<file path="config.mk">
export PLATFORM = sky130hd
export DESIGN_NAME = bounded_stack_engine_core
export DESIGN_NICKNAME = d
export VERILOG_FILES = /design/src/design/bse_pkg.sv /design/src/design/bse_ram.sv /design/src/design/bse_ctrl.sv /design/src/design/bse_datapath.sv /design/src/design/bounded_stack_engine_core.sv
export SDC_FILE = /design/constraint.sdc
export NUM_CORES = 1
export LEC_CHECK = 0
export BUFFER_PORTS_ARGS = -buffer_cell sky130_fd_sc_hd__buf_2
export CAP_MARGIN = 20
export CORE_MARGIN = 5
export CORE_UTILIZATION = 35
export CTS_BUF_LIST = sky130_fd_sc_hd__clkbuf_8
export DETAILED_ROUTE_END_ITERATION = 10
export GPL_ROUTABILITY_DRIVEN = 0
export SYNTH_ARGS = -nofsm -noshare
export SYNTH_HDL_FRONTEND = slang
export SYNTH_HIERARCHICAL = 1
export SYNTH_SLANG_ARGS = --single-unit
</file>
<file path="constraint.sdc">
create_clock -name clk -period 10.6 [get_ports clk]
set_clock_uncertainty 0.05 [all_clocks]
set_input_delay 1.59 -clock clk [delete_from_list [all_inputs] [get_ports clk]]
set_output_delay 1.59 -clock clk [all_outputs]
set_load 0.01 [all_outputs]
</file>
<file path="src/design/bse_pkg.sv">
// ----------------------------------------------------------------------------
// bse_pkg
// Shared codes and controller/datapath interface types for the bounded
// stack engine.
// ----------------------------------------------------------------------------
`default_nettype none

package bse_pkg;

  // command codes
  localparam logic [2:0] CMD_PUSH   = 3'd0;
  localparam logic [2:0] CMD_POP    = 3'd1;
  localparam logic [2:0] CMD_PEEK   = 3'd2;
  localparam logic [2:0] CMD_CHANGE = 3'd3;
  localparam logic [2:0] CMD_LIST   = 3'd4;

  // result status codes
  localparam logic [1:0] ST_OK        = 2'd0;
  localparam logic [1:0] ST_OVERFLOW  = 2'd1;
  localparam logic [1:0] ST_UNDERFLOW = 2'd2;
  localparam logic [1:0] ST_BADPOS    = 2'd3;

  // fixed field widths
  localparam int CMD_W  = 3;
  localparam int WORD_W = 32;
  localparam int POS_W  = 4;
  localparam int FILL_W = 4;

  // controller to datapath commands
  typedef struct packed {
    logic load_in;   // capture the incoming command
    logic ram_wr;    // write value into the stack memory
    logic cnt_inc;   // count up after a push
    logic cnt_dec;   // count down on a pop
    logic rd_start;  // first read of pop, peek or list
    logic rd_next;   // next entry of a list walk
    logic out_exec;  // load a result with no memory data
    logic out_read;  // load a result from memory read data
    logic out_last;  // last flag for a memory result
  } bse_ctl_t;

  // datapath to controller status
  typedef struct packed {
    logic [2:0] cmd;       // captured command
    logic [1:0] code;      // status the captured command will report
    logic       ptr_zero;  // list walk reached the bottom entry
    logic       out_busy;  // result register holds a stalled result
  } bse_stat_t;

endpackage

`default_nettype wire

</file>
<file path="src/design/bse_ram.sv">
// ----------------------------------------------------------------------------
// bse_ram
// Generic single-write, single-read memory with registered read data.
// ----------------------------------------------------------------------------
`default_nettype none

module bse_ram #(
  parameter int WIDTH = 32,
  parameter int DEPTH = 8
) (
  input  wire logic                     clk,
  input  wire logic                     wr_en,
  input  wire logic [$clog2(DEPTH)-1:0] wr_addr,
  input  wire logic [WIDTH-1:0]         wr_data,
  input  wire logic                     rd_en,
  input  wire logic [$clog2(DEPTH)-1:0] rd_addr,
  output logic      [WIDTH-1:0]         rd_data
);

  logic [WIDTH-1:0] mem [DEPTH];

  // write port
  always_ff @(posedge clk) begin
    if (wr_en) begin
      mem[wr_addr] <= wr_data;
    end
  end

  // registered read port, holds while idle
  always_ff @(posedge clk) begin
    if (rd_en) begin
      rd_data <= mem[rd_addr];
    end
  end

endmodule

`default_nettype wire

</file>
<file path="src/design/bse_ctrl.sv">
// ----------------------------------------------------------------------------
// bse_ctrl
// Command sequencer: takes one command, runs it against the datapath and
// steps through the memory reads of pop, peek and list.
// ----------------------------------------------------------------------------
`default_nettype none

module bse_ctrl import bse_pkg::*; (
  input  wire logic      clk,
  input  wire logic      rst,
  input  wire logic      cmd_valid,
  output logic           cmd_stall,
  input  wire bse_stat_t stat,
  output bse_ctl_t       ctl
);

  localparam logic [1:0] S_IDLE = 2'd0;
  localparam logic [1:0] S_EXEC = 2'd1;
  localparam logic [1:0] S_READ = 2'd2;

  logic [1:0] state;
  logic [1:0] state_next;

  // state register
  always_ff @(posedge clk) begin
    if (rst) begin
      state <= S_IDLE;
    end else begin
      state <= state_next;
    end
  end

  assign cmd_stall = (state != S_IDLE);

  // next state and datapath commands
  always_comb begin
    state_next = state;
    ctl        = '0;
    case (state)
      S_IDLE: begin
        if (cmd_valid) begin
          ctl.load_in = 1'b1;
          state_next  = S_EXEC;
        end
      end
      S_EXEC: begin
        if (!(stat.cmd inside {CMD_PUSH, CMD_POP, CMD_PEEK, CMD_CHANGE, CMD_LIST})) begin
          // unused codes give no result
          state_next = S_IDLE;
        end else if (!stat.out_busy) begin
          if (stat.code != ST_OK) begin
            ctl.out_exec = 1'b1;
            state_next   = S_IDLE;
          end else begin
            case (stat.cmd)
              CMD_PUSH: begin
                ctl.ram_wr   = 1'b1;
                ctl.cnt_inc  = 1'b1;
                ctl.out_exec = 1'b1;
                state_next   = S_IDLE;
              end
              CMD_CHANGE: begin
                ctl.ram_wr   = 1'b1;
                ctl.out_exec = 1'b1;
                state_next   = S_IDLE;
              end
              CMD_POP: begin
                ctl.cnt_dec  = 1'b1;
                ctl.rd_start = 1'b1;
                state_next   = S_READ;
              end
              default: begin
                // peek and list read first
                ctl.rd_start = 1'b1;
                state_next   = S_READ;
              end
            endcase
          end
        end
      end
      S_READ: begin
        if (!stat.out_busy) begin
          ctl.out_read = 1'b1;
          ctl.out_last = (stat.cmd != CMD_LIST) || stat.ptr_zero;
          if (ctl.out_last) begin
            state_next = S_IDLE;
          end else begin
            // fetch the next entry down while this one goes out
            ctl.rd_next = 1'b1;
          end
        end
      end
      default: begin
        state_next = S_IDLE;
      end
    endcase
  end

endmodule

`default_nettype wire

</file>
<file path="src/design/bse_datapath.sv">
// ----------------------------------------------------------------------------
// bse_datapath
// Command registers, fill count, stack memory, list pointer and the
// result register of the bounded stack engine.
// ----------------------------------------------------------------------------
`default_nettype none

module bse_datapath import bse_pkg::*; #(
  parameter int DEPTH = 8
) (
  input  wire logic                     clk,
  input  wire logic                     rst,
  input  wire logic        [CMD_W-1:0]  command,
  input  wire logic signed [WORD_W-1:0] value,
  input  wire logic        [POS_W-1:0]  position,
  input  wire logic                     rsp_stall,
  input  wire bse_ctl_t                 ctl,
  output bse_stat_t                     stat,
  output logic                          rsp_valid,
  output logic             [1:0]        status,
  output logic signed      [WORD_W-1:0] data,
  output logic             [FILL_W-1:0] fill_count,
  output logic                          last
);

  localparam int CW   = $clog2(DEPTH + 1);
  localparam int AW   = $clog2(DEPTH);
  localparam int CMPW = ((CW > POS_W) ? CW : POS_W) + 1;

  logic [CMD_W-1:0]  cmd_q;
  logic [WORD_W-1:0] val_q;
  logic [POS_W-1:0]  pos_q;
  logic [CW-1:0]     count;
  logic [CW-1:0]     count_next;
  logic [AW-1:0]     ptr;

  logic [CMPW-1:0]   cnt_ext;
  logic [CMPW-1:0]   pos_ext;
  logic [CMPW-1:0]   diff;
  logic [CW-1:0]     cnt_m1;
  logic [AW-1:0]     top_addr;
  logic [AW-1:0]     pos_addr;
  logic [AW-1:0]     wr_addr;
  logic [AW-1:0]     rd_addr;
  logic              rd_en;
  logic [WORD_W-1:0] rd_data;
  logic              empty;
  logic              full;
  logic              pos_ok;
  logic [1:0]        code;
  logic [CMPW-1:0]   fill_ext;

  // command capture
  always_ff @(posedge clk) begin
    if (ctl.load_in) begin
      cmd_q <= command;
      val_q <= value;
      pos_q <= position;
    end
  end

  // address and range checks
  assign cnt_ext  = CMPW'(count);
  assign pos_ext  = CMPW'(pos_q);
  assign diff     = cnt_ext - pos_ext;
  assign cnt_m1   = count - CW'(1);
  assign top_addr = cnt_m1[AW-1:0];
  assign pos_addr = diff[AW-1:0];
  assign empty    = (count == '0);
  assign full     = (count == CW'(DEPTH));
  assign pos_ok   = (pos_q != '0) && (pos_ext <= cnt_ext);

  // status of the captured command
  always_comb begin
    case (cmd_q)
      CMD_PUSH:   code = full ? ST_OVERFLOW : ST_OK;
      CMD_PEEK,
      CMD_CHANGE: code = empty ? ST_UNDERFLOW : (pos_ok ? ST_OK : ST_BADPOS);
      default:    code = empty ? ST_UNDERFLOW : ST_OK;
    endcase
  end

  // fill count
  always_comb begin
    count_next = count;
    if (ctl.cnt_inc) begin
      count_next = count + CW'(1);
    end else if (ctl.cnt_dec) begin
      count_next = cnt_m1;
    end
  end

  always_ff @(posedge clk) begin
    if (rst) begin
      count <= '0;
    end else begin
      count <= count_next;
    end
  end

  // list walk pointer, tracks the entry in the read register
  always_ff @(posedge clk) begin
    if (ctl.rd_start || ctl.rd_next) begin
      ptr <= rd_addr;
    end
  end

  // stack memory ports
  assign wr_addr = (cmd_q == CMD_PUSH) ? count[AW-1:0] : pos_addr;
  assign rd_en   = ctl.rd_start || ctl.rd_next;

  always_comb begin
    if (ctl.rd_next) begin
      rd_addr = ptr - AW'(1);
    end else if (cmd_q == CMD_PEEK) begin
      rd_addr = pos_addr;
    end else begin
      rd_addr = top_addr;
    end
  end

  bse_ram #(
    .WIDTH (WORD_W),
    .DEPTH (DEPTH)
  ) u_ram (
    .clk     (clk),
    .wr_en   (ctl.ram_wr),
    .wr_addr (wr_addr),
    .wr_data (val_q),
    .rd_en   (rd_en),
    .rd_addr (rd_addr),
    .rd_data (rd_data)
  );

  // result register
  assign fill_ext = CMPW'(count_next);

  always_ff @(posedge clk) begin
    if (rst) begin
      rsp_valid <= 1'b0;
    end else if (ctl.out_exec || ctl.out_read) begin
      rsp_valid <= 1'b1;
    end else if (!rsp_stall) begin
      rsp_valid <= 1'b0;
    end
  end

  always_ff @(posedge clk) begin
    if (ctl.out_exec) begin
      status     <= code;
      data       <= '0;
      fill_count <= fill_ext[FILL_W-1:0];
      last       <= 1'b1;
    end else if (ctl.out_read) begin
      status     <= ST_OK;
      data       <= rd_data;
      fill_count <= fill_ext[FILL_W-1:0];
      last       <= ctl.out_last;
    end
  end

  // status to the controller
  assign stat.cmd      = cmd_q;
  assign stat.code     = code;
  assign stat.ptr_zero = (ptr == '0);
  assign stat.out_busy = rsp_valid && rsp_stall;

endmodule

`default_nettype wire

</file>
<file path="src/design/bounded_stack_engine_core.sv">
// ----------------------------------------------------------------------------
// bounded_stack_engine_core
// Fixed-depth stack of signed 32-bit words with push, pop, peek, change
// and list commands, each answered with status and fill count.
// ----------------------------------------------------------------------------
// One command is taken at a time. After a transfer on the command channel
// the engine checks the command against the fill count in its check state;
// push and change (and every error) then put their single result into the
// output register, and the command channel is busy until then. Pop and
// peek add a read state for the registered memory read. List reads from
// the top down and delivers one entry per cycle while the result channel
// is not stalled. The output register lets the next command be taken
// while the final result still waits. Command codes 5 to 7 are dropped
// without a result. Entries are never cleared: only entries below the
// fill count are read.
// ----------------------------------------------------------------------------
`default_nettype none

module bounded_stack_engine_core import bse_pkg::*; #(
  parameter int DEPTH = 8
) (
  input  wire logic                     clk,
  input  wire logic                     rst,
  input  wire logic                     cmd_valid,
  output logic                          cmd_stall,
  input  wire logic        [CMD_W-1:0]  command,
  input  wire logic signed [WORD_W-1:0] value,
  input  wire logic        [POS_W-1:0]  position,
  output logic                          rsp_valid,
  input  wire logic                     rsp_stall,
  output logic             [1:0]        status,
  output logic signed      [WORD_W-1:0] data,
  output logic             [FILL_W-1:0] fill_count,
  output logic                          last
);

  localparam int DW = $clog2(DEPTH + 1) + FILL_W;
  localparam logic [DW-1:0] DEPTH_V = DW'(DEPTH);

  bse_ctl_t  ctl;
  bse_stat_t stat;

  // command sequencer
  bse_ctrl u_ctrl (
    .clk       (clk),
    .rst       (rst),
    .cmd_valid (cmd_valid),
    .cmd_stall (cmd_stall),
    .stat      (stat),
    .ctl       (ctl)
  );

  // storage and result datapath
  bse_datapath #(
    .DEPTH (DEPTH)
  ) u_dp (
    .clk        (clk),
    .rst        (rst),
    .command    (command),
    .value      (value),
    .position   (position),
    .rsp_stall  (rsp_stall),
    .ctl        (ctl),
    .stat       (stat),
    .rsp_valid  (rsp_valid),
    .status     (status),
    .data       (data),
    .fill_count (fill_count),
    .last       (last)
  );

  // a taken command stalls the command channel in the following cycle
  a_busy_after_transfer: assert property (@(posedge clk) disable iff (rst)
    (cmd_valid && !cmd_stall) |=> cmd_stall)
    else $error("command taken back to back");

  // error results carry zero data and end the command
  a_error_shape: assert property (@(posedge clk) disable iff (rst)
    (rsp_valid && (status != ST_OK)) |-> ((data == '0) && last))
    else $error("error result with data or without last");

  // overflow only reported on a full stack
  a_overflow_full: assert property (@(posedge clk) disable iff (rst)
    (rsp_valid && (status == ST_OVERFLOW)) |-> (fill_count == DEPTH_V[FILL_W-1:0]))
    else $error("overflow below full depth");

endmodule

`default_nettype wire
</file>
==> flow_summary.ini, run 1 <==
[status]
status = finished clean

[setup_path]
crit_chain = buf_2 > and2_1 > nand2b_1 > nor2_4 > and2_1 > nor2_1 > a21oi_4 > buf_4 > buf_4 > mux4_1 > mux2_2
worstSetupEndpointType = flip-flop
required_ns = 10.91
path_max_fanout = 35
rr_endpoint = u_dp/u_ram/rd_data[10]
r2r_cells = 11
criticalPathCategory = input port to flip-flop
cp-start-kind = input port
slowest_delay_ns = 0.64
critPathTopFamily = buffers and inverters
arrival_ns = 4.88
r2r_slack_ns = 6.35
worst-path-buf-inv = 3
slowest_stage = mux4_1
r2r-start = u_dp/ptr[0]

[logic_synthesis]
postSynthAreaPerCell_um2 = 20.8
netlist_area_mm2 = 0.0143
synth.distinct_cells = 47
synth_top_area_cell = edfxtp_1
synth-seq-cells = 376
ys_dominant_reg_cell = edfxtp_1
async_reset_ff_share_pct = 0
synth_area_leaders = edfxtp_1, mux4_1, dfxtp_1
seq_area_frac_synth_pct = 76.4
yosysWarnings = 6
synth_cells = 684
synth.top_cell.area_share_pct = 70.7
synth_fp_nets = 739
synth_edf_count = 336

[global_routing]
overflow = 0
antenna_found_initial = 0
grt_use_total_pct = 12.4
first_global_vias = 7049
grt_max_degree = 66
grt_pass1_wl_mm = 42.3

[final_layout]
final_util_pct = 40.8
nNetsFinal = 873
stdcell_area_mm2 = 0.0165
drive_above_1_share_pct = 29.7
diodes = 0
num-fill-cells = 3630
area_growth_pct = 16.0

[power]
p_total_uw = 3170
p_per_area_mw_per_mm2 = 191
ir_worst_vdd_mv = 0.0960
p_leak_uw = 0.00579

[sta]
fin_crit_sh_pct = 43.1
worstMarginPinSlew_ns = 0.858
setup_tns_ns = 0
setup_violations = 0
slew_violations = 0
rsz0062_at_grt = false
fmaxAchievable_ghz = 0.219
relSlewSlack_pct = 42.8
finalHoldViolCount = 0
post-route-min-period_ns = 4.57
hold_slack_ns = 0.434

[clocking]
clkTransAtPathRegs_ns = 0.06
clk_latency_ns = 0.60
holdBufCountCts = 0
post-cts-setup-buffers = 0
cts.htree.levels = 2
cts.path.max_buffers = 3
clock-sinks = 376
clockRootBuffer = clkbuf_8
cts_resized = 0
cts_tree = yes
cts_buffers = 59

[placed_design]
placed_area_mm2 = 0.0154
dp_hpwl_mm = 14.5
numPortBuffers = 83

[drt]
first_pass_iters = 4
wl_mm = 27.5
vias = 6580
drc = 0
antenna_left = 0
wl_per_cell_um = 19.6
initialDrtViolationCount = 454
viasPerCell = 4.70

[die]
pin_count = 84
die_h_um = 212
start_util_pct = 35.2
std_cell_rows = 74
die_w_um = 212
coreArea_mm2 = 0.0406
die-area_mm2 = 0.0449

[job]
drv_cap = 0

[hold_path]
hp-start = u_dp/u_ram/rd_data[4]
whs_path_depth = 2
min_to = u_dp/data[4]
hold_path_class = flip-flop to flip-flop
-- cell families (layout without fill, tap and decap cells) --
logic type      Yosys count  count (layout)  synth area share [%]
flops                   376             376                  76.4
mux                     130             130                  16.1
simple gates             95              95                  3.33
buf+inv                  40             224                  1.50
compound gates           25              25                  1.25
fa+ha+maj                12              12                  1.11
xor+xnor                  6               6                 0.369
-- worst min-delay path: stages (launching register included) --
cell and delay (ns):
edfxtp_1 0.32, mux2i_1 0.06, nor2_1 0.07
-- how the worst max path moves through the flow --
stage / depth (start not counted) / end / slack, ns / from
5_1_grt: 11 / u_dp/u_ram/rd_data[6] / 5.80 / rsp_stall
6_report: 11 / u_dp/u_ram/rd_data[10] / 6.03 / rsp_stall
2_1_floorplan: 4 / u_dp/u_ram/mem[0][0] / 5.58 / rsp_stall
3_3_place_gp: 11 / u_dp/u_ram/rd_data[14] / 5.39 / rsp_stall
3_5_place_dp: 11 / u_dp/u_ram/rd_data[10] / 5.34 / rsp_stall
4_1_cts: 11 / u_dp/u_ram/rd_data[15] / 6.01 / rsp_stall
-- routing by layer --
| layer | track usage (%) | vias up | wire [um] |
|---|---|---|---|
| li1 | - | 3051 | - |
| met1 | 16.1 | 3355 | 11800 |
| met2 | 20.7 | 132 | 13700 |
| met3 | 3.10 | 42 | 1410 |
| met4 | 3.75 | 0 | 532 |
| met5 | 0 | - | 0 |
-- flip-flops by register name, summed over array words and instances, names as in the netlist --
| register | cells |
|---|---|
| u_dp/u_ram/mem | 256 |
| u_dp/data | 32 |
| u_dp/u_ram/rd_data | 32 |
| u_dp/val_q | 32 |
| u_dp/count | 4 |
| u_dp/fill_count | 4 |
| u_dp/pos_q | 4 |
| u_dp/cmd_q | 3 |
| u_dp/ptr | 3 |
| u_ctrl/state | 2 |
| u_dp/status | 2 |
| u_dp/last | 1 |
| u_dp/rsp_valid | 1 |
-- power by group --
part | total, uW | internal [uW] | switching, uW
clock network | 1140 | 596 | 547
logic | 268 | 122 | 147
registers | 1750 | 1700 | 52.7
-- through the flow --
step                std cells  setup slack (ns)
global route             1400              5.80
floorplan                 684              5.58
CTS                      1400              6.01
finish                   1400              6.03
detailed placement       1289              5.34
global placement         1289              5.39
-- cells in the mapped netlist, types with 2 or more instances --
cell type / instances
mux4_1: 40
buf_2: 9
edfxtp_1: 336
nand4_1: 2
nor2b_1: 7
o211ai_1: 3
mux2i_1: 34
and2_1: 3
buf_6: 7
nor3b_1: 2
nor2_1: 46
nand2_1: 10
a21oi_1: 4
xor2_1: 3
nor3_1: 6
mux4_2: 24
inv_1: 14
nand2b_1: 6
clkbuf_1: 7
nand3_1: 2
mux2_2: 32
buf_1: 3
ha_1: 11
xnor2_1: 3
dfxtp_1: 40
o21ai_0: 7
or2_2: 3
-- cell usage in the layout, fill, tap and decap left out, types with 2 or more instances in the layout --
| cell | instances |
|---|---|
| buf_2 | 83 |
| nor3b_2 | 2 |
| nand2b_1 | 6 |
| mux2_2 | 32 |
| dfxtp_1 | 40 |
| clkinvlp_4 | 2 |
| nand3_1 | 2 |
| edfxtp_1 | 336 |
| or2_2 | 3 |
| nor2_1 | 38 |
| nor2b_1 | 7 |
| o21ai_0 | 6 |
| nor2_4 | 8 |
| o211ai_1 | 3 |
| nand2_1 | 10 |
| xor2_1 | 3 |
| xnor2_1 | 3 |
| ha_1 | 11 |
| clkbuf_8 | 66 |
| nor3_1 | 4 |
| clkinv_2 | 10 |
| a21oi_4 | 2 |
| clkinv_1 | 8 |
| nor3_2 | 2 |
| inv_1 | 37 |
| buf_4 | 16 |
| nand4_1 | 2 |
| mux4_1 | 40 |
| a21oi_1 | 2 |
| mux4_2 | 24 |
| and2_1 | 3 |
| mux2i_1 | 34 |
-- final cells by class --
| cell class | count | area [um2] | area share (%) |
|---|---|---|---|
| well taps | 532 | 666 | 4.02 |
| flip-flops and latches | 376 | 10900 | 65.8 |
| multi-input cells | 268 | 3270 | 19.7 |
| clock buffers | 66 | 908 | 5.49 |
| clock inverters | 45 | 220 | 1.33 |
| inverters | 14 | 52.6 | 0.318 |
| repair buffers | 99 | 536 | 3.24 |
Power figures use the tool's default switching activity.
==> inputs of run 2 (changes only) <==
==> constraint.sdc (replaced) <==
create_clock -name clk -period 4.56 [get_ports clk]
set_clock_uncertainty 0.05 [all_clocks]
set_input_delay 0.684 -clock clk [delete_from_list [all_inputs] [get_ports clk]]
set_output_delay 0.684 -clock clk [all_outputs]
set_load 0.01 [all_outputs]
==> flow_summary.ini, run 2 (synthesis results as in run 1) <==
[drt]
first_pass_iters = 4
wl_mm = 27.3
wl_per_cell_um = 19.4
drc = 0
antenna_left = 0
viasPerCell = 4.73
initialDrtViolationCount = 381
vias = 6649

[status]
status = finished clean

[sta]
finalHoldViolCount = 0
fmaxAchievable_ghz = 0.271
hold_slack_ns = 0.202
fin_crit_sh_pct = 81.0
relSlewSlack_pct = 28.0
post-route-min-period_ns = 3.69
worstMarginPinSlew_ns = 1.08
rsz0062_at_grt = false
slew_violations = 0
setup_violations = 0
setup_tns_ns = 0

[final_layout]
nNetsFinal = 878
drive_above_1_share_pct = 30.1
largest_reg_flops = 256
finalNonFillerCells = 1405
area_growth_pct = 17.2
layout_commonest_cell = edfxtp_1
diodes = 0
layout_common_cells = edfxtp_1, buf_2, clkbuf_8
num-fill-cells = 3605
regMostFlops = u_dp/u_ram/mem

[global_routing]
grt_pass1_wl_mm = 42.2
first_global_vias = 7112
antenna_found_initial = 0
grt_use_total_pct = 12.3
grt_max_degree = 49
overflow = 0

[clocking]
clkTransAtPathRegs_ns = 0.06
cts_resized = 0
cts_tree = yes
cts_buffers = 58
cts.path.max_buffers = 3
clockRootBuffer = clkbuf_8
clk_latency_ns = 0.60
holdBufCountCts = 0
clock-sinks = 376
post-cts-setup-buffers = 0
cts.htree.levels = 2

[die]
coreArea_mm2 = 0.0406
die_h_um = 212
die-area_mm2 = 0.0449
die_w_um = 212
pin_count = 84
std_cell_rows = 74
start_util_pct = 35.2

[placed_design]
numPortBuffers = 83
place_inst = 1295
dp_hpwl_mm = 16.3

[setup_path]
arrival_ns = 3.88
cp-start-kind = flip-flop
path_max_fanout = 24
crit_path_start = u_dp/cmd_q[1]
criticalPathCategory = flip-flop to flip-flop
worstSetupEndpointType = flip-flop
r2r-start = u_dp/cmd_q[1]
required_ns = 4.75

[power]
p_per_area_mw_per_mm2 = 446
p_leak_uw = 0.00586
ir_worst_vdd_mv = 0.208

[hold_path]
hold_path_class = input port to flip-flop
hp-start = value[5]

[job]
drv_cap = 0
==> run 2: changes by cell type in the layout (fill, tap and decap cells not counted) <==
cell / previous run / this run
buf_12: 0 / 6
nor3_4: 0 / 2
nor3_2: 2 / 0
inv_1: 37 / 36
clkbuf_8: 66 / 65
clkinv_1: 8 / 9
inv_8: 0 / 1
clkinvlp_4: 2 / 1
inv_6: 1 / 0
bufinv_16: 1 / 3
clkinv_2: 10 / 9
==> run 2: final timing paths <==
path,slack (ns),to,depth (start not counted)
setup / recovery,0.87,u_dp/u_ram/mem[4][15],8
hold / removal,0.20,u_dp/val_q[5],1
setup reg to reg,0.87,u_dp/u_ram/mem[4][15],8
hold reg to reg,0.43,u_dp/data[28],2
==> run 2: through the flow <==
stage	util, %	power (uW)	setup WS [ns]	cell area [um2]
final	41.2	7460	0.865	16700
after global routing	41.2	7820	0.583	16700
after CTS	41.2	7580	0.841	16700
after detailed placement	38.3	4820	0.896	15500
after global placement	38.3	4810	0.917	15500
after floorplan	-	4510	0.538	14300
==> run 2: worst max-delay path: stages, from the launching register on <==
cell and delay (ns):
edfxtp_1 0.52, nor3_1 0.63, nand2b_1 0.22, nand2_1 0.09, or3_1 0.38, nor4_1 0.45
nand2_1 0.34, nor3_4 0.22, buf_4 0.42
==> run 2: report_power, final <==
group	internal, uW	switching (uW)	total, uW
Clock	1480	1260	2740
Combinational	290	357	647
Sequential	3960	122	4080
Total	5720	1730	7460
==> run 2: metal layers <==
metal,track usage (%),part of all wire (%)
met1,15.5,43
met2,20.8,50
met3,3.30,5.0
met4,4.00,2.3
met5,0,0
==> run 2: cell type report <==
type,instances,area [um2],area share [%]
Sequential cell,376,10900,65.2
Inverter,14,52.6,0.315
Clock inverter,45,270,1.62
Clock buffer,65,895,5.35
Tap cell,532,666,3.98
Timing Repair Buffer,105,656,3.92
Multi-Input combinational cell,268,3280,19.6
==> inputs of run 3 (changes only) <==
--- a/config.mk
+++ b/config.mk
@@ -5,6 +5,7 @@
 export SDC_FILE = /design/constraint.sdc
 export NUM_CORES = 1
 export LEC_CHECK = 0
+export ABC_AREA = 1
 export BUFFER_PORTS_ARGS = -buffer_cell sky130_fd_sc_hd__buf_2
 export CAP_MARGIN = 20
 export CORE_MARGIN = 5
==> constraint.sdc (replaced) <==
create_clock -name clk -period 3.1 [get_ports clk]
set_clock_uncertainty 0.05 [all_clocks]
set_input_delay 0.465 -clock clk [delete_from_list [all_inputs] [get_ports clk]]
set_output_delay 0.465 -clock clk [all_outputs]
set_load 0.01 [all_outputs]
==> flow_summary.ini, run 3 <==
[status]
status = finished clean

[logic_synthesis]
synth_area_leaders = edfxtp_1, nand2_1, inv_1
async_reset_ff_share_pct = 0
seq_area_frac_synth_pct = 69.5
synth_edf_count = 336
synth_fp_nets = 1546
synth.top_cell.area_share_pct = 64.4
yosysMostFrequentCell = nand2_1
ys_top_cells_by_count = nand2_1, edfxtp_1, inv_1
synth_cells = 1491
ys_dominant_reg_cell = edfxtp_1
synth-seq-cells = 376
synth_top_area_cell = edfxtp_1
synth.distinct_cells = 35
postSynthAreaPerCell_um2 = 10.5
yosysWarnings = 6
netlist_area_mm2 = 0.0157

[drt]
vias = 10200
antenna_left = 0
viasPerCell = 4.43
wl_mm = 34.7
drc = 0
wl_per_cell_um = 15.1
initialDrtViolationCount = 589
first_pass_iters = 5

[global_routing]
first_global_vias = 10300
overflow = 0
grt_max_degree = 66
grt_use_total_pct = 14.0
antenna_found_initial = 1
grt_pass1_wl_mm = 55.5

[clocking]
cts.htree.levels = 2
clk_latency_ns = 0.64
cts_buffers = 59
clock-sinks = 376
clkTransAtPathRegs_ns = 0.07
post-cts-setup-buffers = 0
clockRootBuffer = clkbuf_8
cts_tree = yes
cts.path.max_buffers = 3

[sta]
rsz0062_at_grt = false
relSlewSlack_pct = 65.5
layout_setup_ws_ns = 0.221
setup_violations = 0
fmaxAchievable_ghz = 0.347
fin_crit_sh_pct = 92.9
worstMarginPinSlew_ns = 0.517
finalHoldViolCount = 0
setup_tns_ns = 0
slew_violations = 0
post-route-min-period_ns = 2.88

[power]
power_frac_comb_pct = 5.5
p_sw_share_pct = 22.9
p_leak_uw = 0.00822
p_per_area_mw_per_mm2 = 559
internal_power_uw = 8030
p_switching_uw = 2380
ir_worst_vdd_mv = 0.291
p_clk_share_pct = 39.6
seqPwrFrac_pct = 54.8

[setup_path]
critPathTopFamily = simple AND/OR/NAND/NOR gates
worst-path-buf-inv = 3
path_max_fanout = 32
arrival_ns = 3.15
cp-start-kind = flip-flop
required_ns = 3.37
criticalPathCategory = flip-flop to flip-flop
cpMostUsedCell = nand2_1
slowest_delay_ns = 0.41
slowest_stage = dfxtp_1
worstSetupEndpointType = flip-flop
crit_chain = inv_1 > ha_1 > nand2_1 > inv_1 > nand2_1 > nand2_1 > nand2_1 > nand2_1 > nand2_1 > nand2_1 > nor2_2 > nand2_1 > nor2_1 > nand2_1 > nor2_4 > buf_12

[die]
die-area_mm2 = 0.0491
pin_count = 84
start_util_pct = 35.5
die_h_um = 222
die_w_um = 222
coreArea_mm2 = 0.0442
std_cell_rows = 77

[final_layout]
regMostFlops = u_dp/u_ram/mem
drive_above_1_share_pct = 13.6
area_growth_pct = 18.7
layout_commonest_cell = nand2_1
layout_common_cells = nand2_1, edfxtp_1, inv_1
nNetsFinal = 1702
stdcell_area_mm2 = 0.0186
largest_reg_flops = 256

[placed_design]
dp_hpwl_mm = 20.3
placed_area_mm2 = 0.0170
numPortBuffers = 83
dp_slack_ns = 0.190

[hold_path]
hold_path_class = input port to flip-flop

[job]
drv_cap = 0
==> run 3: through the flow <==
step | std cells | util [%] | power (uW) | hold slack [ns]
5_1_grt | 2289 | 42.1 | 10900 | 0.0730
3_3_place_gp | 2138 | 38.5 | 6350 | 0.406
6_report | 2290 | 42.1 | 10400 | 0.0807
4_1_cts | 2288 | 42.0 | 10600 | 0.0229
3_5_place_dp | 2138 | 38.5 | 6360 | 0.401
2_1_floorplan | 1491 | - | 6120 | 0.397
==> run 3: worst paths after layout <==
path	slack, ns	endpoint	startpoint	cells past startpoint
max reg2reg	0.22	u_dp/u_ram/mem[0][21]	u_dp/count[2]	16
min	0.08	u_ctrl/state[0]	cmd_valid	3
min reg2reg	0.42	u_dp/last	u_dp/last	2
max	0.22	u_dp/u_ram/mem[0][21]	u_dp/count[2]	16
==> run 3: cells by family (layout without fill, tap and decap cells) <==
family,count (synthesis),count (layout),share of synthesized area (%)
flops,376,376,69.5
simple gates,701,701,18.4
buf+inv,349,554,9.18
fa+ha+maj,12,12,1.01
other cells,0,2,0
compound gates,49,49,1.70
xor+xnor,4,4,0.223
==> run 3: worst reg2reg max path, delay by kind of cell (launching register included) <==
kind | cells | cell delay, ns
buffers and inverters | 3 | 0.42
flip-flops | 1 | 0.41
adder cells (fa/ha/maj) | 1 | 0.33
AND/OR/NAND/NOR | 12 | 1.33
==> run 3: final cells by class <==
class,instances,area [um2]
multi-input cells,766,3450
clock buffers,69,950
well taps,592,741
clock inverters,41,228
inverters,292,1100
repair buffers,152,1250
fillers,4114,25600
flip-flops and latches,376,10900
diodes,2,5.00
==> run 3: per-layer routing <==
layer	track usage, %	up-vias	part of all wire [%]
li1	-	5057	-
met5	0	-	0
met1	17.7	4793	44
met4	5.23	0	2.5
met2	24.1	237	49
met3	2.63	68	5.0
==> run 3: power groups by stage <==
stage	combinational (uW)	sequential [uW]	clock, uW
floorplan	325	5800	0
global placement	536	5810	0
detailed placement	545	5810	0
CTS	587	5710	4280
global route	653	5710	4500
finish	577	5700	4120
==> run 3: repair_timing <==
action | in CTS | in global routing
setup endpoints to repair | 0 | 229
resized for setup | 0 | 6
hold endpoints to repair | 40 | 0
hold buffers | 40 | 0
